### config.mk
export PLATFORM = sky130hd
export DESIGN_NAME = kct_ram
export DESIGN_NICKNAME = d
export VERILOG_FILES = /design/src/hw/rtl/kct_ram.sv
export SDC_FILE = /design/constraint.sdc
export NUM_CORES = 2
export LEC_CHECK = 0
export BUFFER_PORTS_ARGS = -buffer_cell sky130_fd_sc_hd__buf_2
export CORE_MARGIN = 5
export CORE_UTILIZATION = 63
export DETAILED_ROUTE_END_ITERATION = 12
export HOLD_SLACK_MARGIN = 0.1
export MAX_ROUTING_LAYER = met4
export PLACE_DENSITY = 0.79
export SLEW_MARGIN = 20
export SYNTH_ARGS = -nofsm -noshare
export SYNTH_HDL_FRONTEND = slang
export SYNTH_SLANG_ARGS = --single-unit
export TNS_END_PERCENT = 30
### constraint.sdc
create_clock -name i_clk -period 3.9 [get_ports i_clk]
set_input_delay 0.39 -clock i_clk [delete_from_list [all_inputs] [get_ports i_clk]]
set_output_delay 0.39 -clock i_clk [all_outputs]
set_load 0.01 [all_outputs]
### src/hw/rtl/kct_ram.sv
// Generic simple dual-port RAM: one write port, one read port, registered read.
// No dependencies.
module kct_ram #(
    parameter int WIDTH = 32,
    parameter int DEPTH = 64
) (
    input  logic                     i_clk,
    input  logic                     i_we,
    input  logic [$clog2(DEPTH > 1 ? DEPTH : 2)-1:0] i_waddr,
    input  logic [WIDTH-1:0]         i_wdata,
    input  logic [$clog2(DEPTH > 1 ? DEPTH : 2)-1:0] i_raddr,
    output logic [WIDTH-1:0]         o_rdata
);
    logic [WIDTH-1:0] mem [DEPTH];

    always_ff @(posedge i_clk) begin
        if (i_we) begin
            mem[i_waddr] <= i_wdata;
        end
        o_rdata <= mem[i_raddr];
    end
endmodule

==> results.md <==
* Post-CTS setup buffer count at 0
* Final ANT Viol Nets at 0
* Io pins at 78
* Syn Std Cell Area at 78500 um2
* Clock skew at 0.0376 ns
* Worst r2r src: mem[13][18]
* PnR worst setup slack at 0.983 ns
* Root buffer cell: clkbuf_16
* Crit path DAT at 3.67 ns
* Warnings, synthesis at 0
* Count leader, synth: edfxtp_1
* Post-Syn Instances at 3324
* R2r setup slk at 1.54 ns
* Largest net degree at the start of global routing at 68
* Worst reg2reg path depth at 4
* Max-slew violations at 0
* Post-synth EDFFs at 2048
* Die X-Extent at 363 um
* Post-Route WL at 219000 um
* CTS Buf Count at 191
* Sum Neg Setup Slack at 0 ns
* Post-DP HPWL at 113000 um
* Unrepaired setup endpoints after global routing: false
* Slew @ Worst Pin at 1.15 ns
* Critical Path End Type: flop
* WP data required at 4.66 ns
* Post-synth top cells: 2048 x edfxtp_1, 544 x mux4_2, 137 x nor2_1
* TritonRoute pass-1 iters at 5
* # setup viols final at 0
* Worst hold slack at 0.113 ns
* Setup CP Type: in -> reg
* CTS H-tree depth at 4
* Xor/xnor share of the synthesized area at 0%
* Area Overhead vs Synth at 12.9%
* Synth area leaders: edfxtp_1 78%, mux4_2 16%, mux2i_1 1.2%, dfxtp_1 0.82%, o22ai_1 0.67%
* Net Sw Frac at 21.8%
* Power Density at 517 nW/um2
* First-pass GRT wire length at 308000 um
* Synth top area share at 78.3%
* Clock-pin slew on the worst setup and hold paths at 0.07 ns
* Clk sinks at 2080
* Max VDD drop at 0.576 mV
* Initial antenna violation count at 11
* Place WS at 0.659 ns
* WHS Path Cells at 1
* Avg Cell Area, Syn at 23.6 um2
* Main combinational cell family by area after synthesis: multiplexers
* Sequential-to-total area share from yosys stat at 79.1%
* Via count at 39900
* Port-buffer cells at 77
* Register bit total from synthesis at 2080
* Hold endpoint: mem[20][0]
* Fin crit share at 74.8%
* Layout cell share with drive strength beyond 1 at 30.1%
* Combinational power share at 5.2%
* Post-synthesis mux area share at 16.8%
* Post-route minimum period at 2.92 ns
* Vias in the first global route at 40900
* P_leak at 27.7 nW
* Status: complete, no violations
* Psw at 9.99 mW
* Part of the power in the clock network at 40.5%
* FMAX at 343 MHz
* Clock Latency Late Sink at 0.84 ns
* Row count at 129
* Placer Congestion at 0.858
* Post-route DRC at 0
* Core ar. at 124000 um2
* CTS Buffer Depth at 3
* Max-cap violations at 0
* Die Ht at 363 um
* Final Hold Fails at 0
* Grt ovf at 0
* Tightest Hold Check Type: in -> reg
* HP Start: i_wdata[0]
* DRT iter0 DRCs at 7022
* Post-Synth Simple-Gate Area at 1.27%
* Synth unique cells at 34
* Crit Path Max Fanout at 31
* Die area at 132000 um2
* Slew headroom at 23.3%
* Post-Syn Nets at 3370
* Setup crit start kind: input port
* Sequential share of power at 54.2%
* Synth area leader: edfxtp_1
* Reg2reg end: o_rdata[18]
* Starting Density at 63.4%
* Top FF cell, synth: edfxtp_1
* Vias per cell at 7.37
* Synth Area in Adders at 0%
* NumNets Final at 3640
* Int Power at 35.8 mW
* Synth Area in Compound Gates at 1.67%
* Post-CTS Resized at 0
* Post-DR wirelength/cell at 40.5 um
* Async set-reset flop share out of synthesis at 0%
* CTS tree: done
* Gr usage total at 35.0%
==> worst max path at each step <==
stage | startpoint | end | slack, ns | depth (start not counted)
floorplan | i_waddr[3] | mem[48][0] | 0.35 | 4
global placement | i_raddr[0] | o_rdata[31] | 0.77 | 7
detailed placement | i_raddr[0] | o_rdata[31] | 0.66 | 7
CTS | i_raddr[4] | o_rdata[18] | 1.29 | 8
global route | i_raddr[4] | o_rdata[15] | 1.09 | 9
finish | i_raddr[4] | o_rdata[15] | 0.98 | 9
==> metrics by stage <==
stage	util [%]	cells	cell area [um2]	total power, mW
2_1_floorplan	-	3324	78500	26.5
6_report	71.6	5408	88600	45.8
4_1_cts	71.5	5390	88500	45.8
5_1_grt	71.6	5399	88600	47.1
3_3_place_gp	66.5	5031	82300	27.5
3_5_place_dp	66.5	5031	82300	27.6
==> critical path, cell delays in order <==
cell and delay, ns:
dlygate4sd3_1 0.53, buf_2 0.30, buf_4 0.37, nand2_1 0.11
buf_4 0.53, o221ai_1 0.28, a21oi_1 0.69, a21oi_1 0.25
nor2_1 0.17
==> final cells by class <==
type / count / area, um2
Clock buffer: 260 / 5180
Antenna cell: 16 / 40.0
Sequential cell: 2080 / 62100
Multi-Input combinational cell: 1062 / 16000
Clock inverter: 94 / 946
Timing Repair Buffer: 259 / 2320
Fill cell: 6351 / 35200
Tap cell: 1637 / 2050
==> layer usage <==
metal  up-vias  share of wire (%)  GRT usage [%]
met5         -                  0              -
met4         0                6.0           17.2
met3       760                 14           9.22
met2      3784                 48           53.9
met1     20500                 31           44.3
li1      14800                  -              -
==> cells in the final DEF (no fill, tap or decap), drive strengths merged, types with 2 or more instances in the layout <==
master,count
nor3,7
and2,2
nor2b,15
nand2,26
o32ai,4
a311oi,8
a41o,4
edfxtp,2048
or3,3
dlygate4sd3,6
mux2i,93
o22ai,84
nand3,5
clkinv,70
nor2,137
bufinv,13
or2,3
a21oi,62
clkbuf,260
mux4,544
nand2b,8
and3,4
inv,7
a22oi,12
or3b,5
nand4,2
clkinvlp,4
o221ai,27
buf,253
dfxtp,32
diode,16
nand3b,5
==> kinds of logic (layout without fill, tap and decap cells) <==
kind of cell,after synthesis,after routing
AOI/OAI and AO/OA,202,202
muxes,637,637
other,0,16
and+or+nand+nor,223,223
DFF,2080,2080
buffers and inverters,182,613
==> power by group through the flow <==
stage          logic (mW)  clock network (mW)  registers (mW)
2_1_floorplan        1.20                   0            25.3
3_3_place_gp         2.20                   0            25.3
3_5_place_dp         2.28                   0            25.3
4_1_cts              2.35                18.6            24.9
5_1_grt              2.48                19.7            24.9
6_report             2.40                18.6            24.9
==> sequential cells by signal, indices dropped and copies added, names as in the netlist <==
signal   cells
mem       2048
o_rdata     32
==> timing repair <==
item                       in CTS  in global routing
hold endpoints to repair       61                 16
setup endpoints to repair       0                  0
hold buffers                    5                  1
(Power assumes the default switching activity.)
